<file path="config.mk">
export PLATFORM = sky130hd
export DESIGN_NAME = mtpa_sqrt
export DESIGN_NICKNAME = d
export VERILOG_FILES = /design/src/design/mtpa_pkg.sv /design/src/design/mtpa_sqrt.sv
export SDC_FILE = /design/constraint.sdc
export NUM_CORES = 2
export LEC_CHECK = 0
export BUFFER_PORTS_ARGS = -buffer_cell sky130_fd_sc_hd__buf_2
export CORE_MARGIN = 4
export CORE_UTILIZATION = 30
export CTS_CLUSTER_DIAMETER = 30
export DETAILED_ROUTE_END_ITERATION = 7
export SLEW_MARGIN = 20
export SYNTH_ARGS = -nofsm -noshare
export SYNTH_HDL_FRONTEND = slang
export SYNTH_SLANG_ARGS = --single-unit
</file>
<file path="constraint.sdc">
create_clock -name clk_i -period 4.6 [get_ports clk_i]
set_clock_uncertainty 0.05 [all_clocks]
set_input_delay 0.46 -clock clk_i [delete_from_list [all_inputs] [get_ports clk_i]]
set_output_delay 0.46 -clock clk_i [all_outputs]
set_load 0.05 [all_outputs]
</file>
<file path="src/design/mtpa_pkg.sv">
// ----------------------------------------------------------------------------
// MTPA d-axis current reference: shared types and codes
// Result status codes and configuration register indexes.
// ----------------------------------------------------------------------------
package mtpa_pkg;

  typedef enum logic [1:0] {
    STATUS_OK      = 2'd0,
    STATUS_INVALID = 2'd1,
    STATUS_DIV_ERR = 2'd2
  } status_e;

  localparam logic [1:0] REG_FLUX = 2'd0;
  localparam logic [1:0] REG_LD   = 2'd1;
  localparam logic [1:0] REG_LQ   = 2'd2;

endpackage

</file>
<file path="src/design/mtpa_sqrt.sv">
// ----------------------------------------------------------------------------
// MTPA pipelined square root
// Restoring digit-by-digit integer square root, one root bit per stage.
// ----------------------------------------------------------------------------
module mtpa_sqrt import mtpa_pkg::*; #(
  parameter int RW = 24
) (
  input  logic            clk_i,
  input  logic            rst_ni,
  input  logic            en_i,
  input  logic            valid_i,
  input  logic [2*RW-1:0] rad_i,
  output logic            valid_o,
  output logic [RW-1:0]   root_o
);

  logic [RW-1:0]   v_q;
  logic [2*RW-1:0] rad_q  [RW];
  logic [RW+1:0]   rem_q  [RW];
  logic [RW-1:0]   root_q [RW];

  for (genvar k = 0; k < RW; k++) begin : g_stage
    logic            v_in;
    logic [2*RW-1:0] rad_in;
    logic [RW+1:0]   rem_in;
    logic [RW-1:0]   root_in;
    logic [RW+1:0]   rem_sh;
    logic [RW+1:0]   trial;
    logic            ge;

    if (k == 0) begin : g_first
      assign v_in    = valid_i;
      assign rad_in  = rad_i;
      assign rem_in  = '0;
      assign root_in = '0;
    end else begin : g_next
      assign v_in    = v_q[k-1];
      assign rad_in  = rad_q[k-1];
      assign rem_in  = rem_q[k-1];
      assign root_in = root_q[k-1];
    end

    assign rem_sh = {rem_in[RW-1:0], rad_in[2*RW-1 -: 2]};
    assign trial  = {root_in, 2'b01};
    assign ge     = (rem_sh >= trial);

    always_ff @(posedge clk_i or negedge rst_ni) begin
      if (!rst_ni) begin
        v_q[k] <= 1'b0;
      end else if (en_i) begin
        v_q[k] <= v_in;
      end
    end

    always_ff @(posedge clk_i) begin
      if (en_i) begin
        rad_q[k]  <= {rad_in[2*RW-3:0], 2'b00};
        rem_q[k]  <= ge ? (rem_sh - trial) : rem_sh;
        root_q[k] <= {root_in[RW-2:0], ge};
      end
    end
  end

  assign valid_o = v_q[RW-1];
  assign root_o  = root_q[RW-1];

endmodule

</file>
## After elaboration in Yosys (flattened, before gate mapping)

Memory sizes are Yosys's and may differ from the RTL's.
Index checks and enable logic that the tools add are counted.

| storage, ports and cells | value |
|---|---|
| register bits after elaboration | 24 |
| bits in writable memories | 2304 |
| memories | 3 |
| word-level logic and storage cells | 101 |

Memory list:

| name | depth | width | rd ports | clocked after memory_dff | wr ports | RTL line | source |
|---|---|---|---|---|---|---|---|
| rad_q | 24 | 46 | 23 | 0 | 24 | mtpa_sqrt.sv:18 | `logic [2*RW-1:0] rad_q [RW];` |
| rem_q | 24 | 26 | 23 | 0 | 24 | mtpa_sqrt.sv:19 | `logic [RW+1:0] rem_q [RW];` |
| root_q | 24 | 24 | 24 | 0 | 24 | mtpa_sqrt.sv:20 | `logic [RW-1:0] root_q [RW];` |

| cells by class | value |
|---|---|
| add/sub/neg operators | 24 |
| mux-type cells | 26 |
| order comparisons | 24 |

Operator list:

| kind | number |
|---|---|
| two-way mux 26 bit | 24 |
| >= comparator 26 bit | 23 |
| subtractor 26 bit | 23 |
| subtractor 2 x 1 -> 3 bit (second input constant) | 1 |
| >= comparator 2 x 1 -> 1 bit (second input constant) | 1 |
| two-way mux 1 bit | 2 |

## Logic depth before layout (Yosys ltp)

An unclocked memory read counts as a cell.

| logic depth | value |
|---|---|
| word-level depth | 3 |
| depth in mapped cells | 14 |
| depth with buffers taken out | 12 |

## Worst setup path after synthesis

Ideal clock, no wire load.

| path | value |
|---|---|
| kind | register to register |
| start | memory rem_q[2][104] (netlist name) |
| end | memory rem_q[2][138] (netlist name), data pin |
| path slack | 1.367 ns |
| required time | 4.290 ns |
| path buffers | 2 |
| cell stages (with the launch flop) | 13 |
| arrival time | 2.924 ns |
| cell sequence | edfxtp_1 > ha_1 > nor2b_1 > o21a_1 > o21ai_0 > a21oi_1 > o211ai_1 > a41oi_1 > o21ai_1 > and2_1 > clkbuf_1 > buf_2 > mux2_2 |

RTL lines:

| element | RTL line |
|---|---|
| start, declared | mtpa_sqrt.sv:19 |

==> flow_summary.ini <==
[run_status]
outcome = completed

[power]
vdd_drop_max_uv = 397
cellPowerDensity_nw_per_um2 = 565
total_power_uw = 44500
leakage_uw = 0.0303

[clock_tree]
cts_hold_buf = 53
cts_tree = yes
cts_buffers = 318
cts-root-buf = clkbuf_16
cts-resized-gates = 0
clk_latency_ps = 910
cts_sinks = 1398
postCtsSetupRepairBufs = 0
h-tree-depth = 5
cts_buffer_depth = 4
clk_pin_slew_ps = 40

[final_layout]
final_cell_mix = edfxtp_1, inv_1, ha_1, clkbuf_16, nor2_1
layout_commonest_cell = edfxtp_1
antenna_cells = 0
area_growth_pct = 23.2
fin_cells = 8297
drive_gt1_frac = 0.137
finalNetCount = 5618

[detailed_routing]
vias_per_cell = 4.59
wire_per_inst_um = 14.0
dr_total_vias = 38100
postRouteAntennaNets = 0
drc = 0
dr.pass1.iters = 5
drtIter0Drc = 2263
routed_wl_um = 116000

[place]
place.gp.congestion = 0.876
post-place-ws_ps = 986
port_buffers = 76
dpl.cell_count = 7688
dp_hpwl_um = 80600

[timing]
hold_viol_final = 0
post-route-min-period_ps = 3710
report.final.slew_viol_count = 0
setup_ws_ps = 893
tns_ps = 0
timing.hold.ws_ps = 145
rsz0062_at_grt = false
fmax_ghz = 0.270
worst_pin_slew_ps = 997
slew_headroom = 0.335
finalCritPeriodShare = 0.806
setup_viol_count_final = 0

[critical_path]
crit_arrival_ps = 4250
crit_fanout = 18
crit_slowest_cell = or4_1
rr_startpoint = rem_q[0][90]
crit_type = flip-flop to flip-flop
startpoint_type = flip-flop
rr_worst_depth = 9
reg2reg_setup_slack_ps = 890
cp.required_ps = 5140
crit_chain = or4_1 > nor3_1 > nand2_1 > nor4b_1 > nor3_1 > nand4_1 > nand4_1 > nor4_1 > xor2_1
critPathCaptureType = flip-flop
r2r_end = rem_q[0][119]
slowest_delay_ps = 600

[yosys]
avgSynthCellArea_um2 = 13.3
syn_area_um2 = 64000
syn_inst = 4825
ys_ff_latch = 1398
ys_async_sr_fraction = 0.0172
synth-edff-count = 1374
yosysWarningCount = 0
synth_fp_nets = 5202
ys_types = 84
yosysSeqAreaShare = 0.654
ys.flop_type = edfxtp_1

[grt]
grt_use_total = 0.103
grt_pass1_wl_um = 191000
grt_max_degree = 140
gr-total-overflow = 0
antenna_found_initial = 2
grt_pass1_vias = 39000

[min_path]
hp-start = en_i
min_to = rad_q[0][86]
hold_depth = 1
hp-class = primary input to flip-flop

[die]
initial_core_util = 0.302
fp-row-count = 169
core_um2 = 212000
dieArea_um2 = 221000
die_x_um = 470
die_y_um = 470
num_io_pins = 77

[run]
maxCapViolCount = 0
## report_power, final
part / total (µW) / internal (µW) / switching, µW
Combinational: 6510 / 2920 / 3590
Sequential: 17000 / 16100 / 907
Clock: 21000 / 14400 / 6600
## cell type report
class / instances / area, µm²
clock inverter: 194 / 1920
sequential: 1398 / 41900
tap: 2821 / 3530
inverter: 414 / 1550
fill: 20100 / 133000
multi-input combinational: 2932 / 20400
clock buffer: 361 / 8250
timing repair buffer: 177 / 1440
## synthesized netlist by cell type (all sizes together) (67+ instances only)
master | instances | area, µm²
ha | 325 | 4070
o21ai | 245 | 1230
nand3 | 72 | 360
a21oi | 282 | 1410
inv | 413 | 1550
mux2 | 95 | 1070
nand2 | 281 | 1060
a21o | 98 | 736
nor2 | 306 | 1150
xnor2 | 215 | 1880
nor3 | 128 | 662
clkbuf | 67 | 262
edfxtp | 1374 | 41300
o21a | 73 | 548
xor2 | 191 | 1670
## critical path: cells and delay by family, from the launching register on
kind / cells / cell delay [ps]
xor+xnor: 1 / 110
simple gates: 8 / 2870
flops: 1 / 410
## flip-flops by register name (all words and copies together), names as in the netlist
signal        cells
rad_q           552
valid_o           1
root_q          300
rem_q           522
g_stage.v_in     23
## through the flow
| stage | util | instance area (µm²) |
|---|---|---|
| after global placement | 0.321 | 68200 |
| after detailed placement | 0.321 | 68200 |
| final | 0.372 | 78900 |
| after global routing | 0.372 | 78900 |
| after CTS | 0.372 | 78900 |
| after floorplan | - | 64000 |
## worst max path at each step
| stage | from | endpoint | slack, ps |
|---|---|---|---|
| final | rem_q[0][90] | rem_q[0][119] | 890 |
| after global routing | rem_q[0][90] | rem_q[0][119] | 630 |
| after CTS | rem_q[0][90] | rem_q[0][119] | 950 |
| after floorplan | rem_q[2][104] | rem_q[2][138] | 1370 |
| after detailed placement | rem_q[0][90] | rem_q[0][119] | 990 |
| after global placement | rem_q[2][130] | rem_q[2][158] | 1090 |
## metal layers
layer / vias to the layer above / routed length (µm) / track usage
met2: 848 / 59000 / 0.184
li1: 18800 / - / -
met3: 359 / 5120 / 0.0239
met1: 18100 / 47400 / 0.114
met5: - / 0 / 0
met4: 0 / 4930 / 0.0539
## kinds of logic (layout without fill, tap and decap cells)
group | after synthesis | count (layout) | synth area share
mux | 101 | 101 | 0.0176
other cells | 1 | 1 | 0.0000586
buf+inv | 495 | 1146 | 0.0294
xor+xnor | 406 | 406 | 0.0555
flops | 1398 | 1398 | 0.654
simple gates | 1185 | 1185 | 0.0922
fa+ha+maj | 325 | 325 | 0.0635
compound gates | 914 | 914 | 0.0880
(Power assumes the default switching activity.)
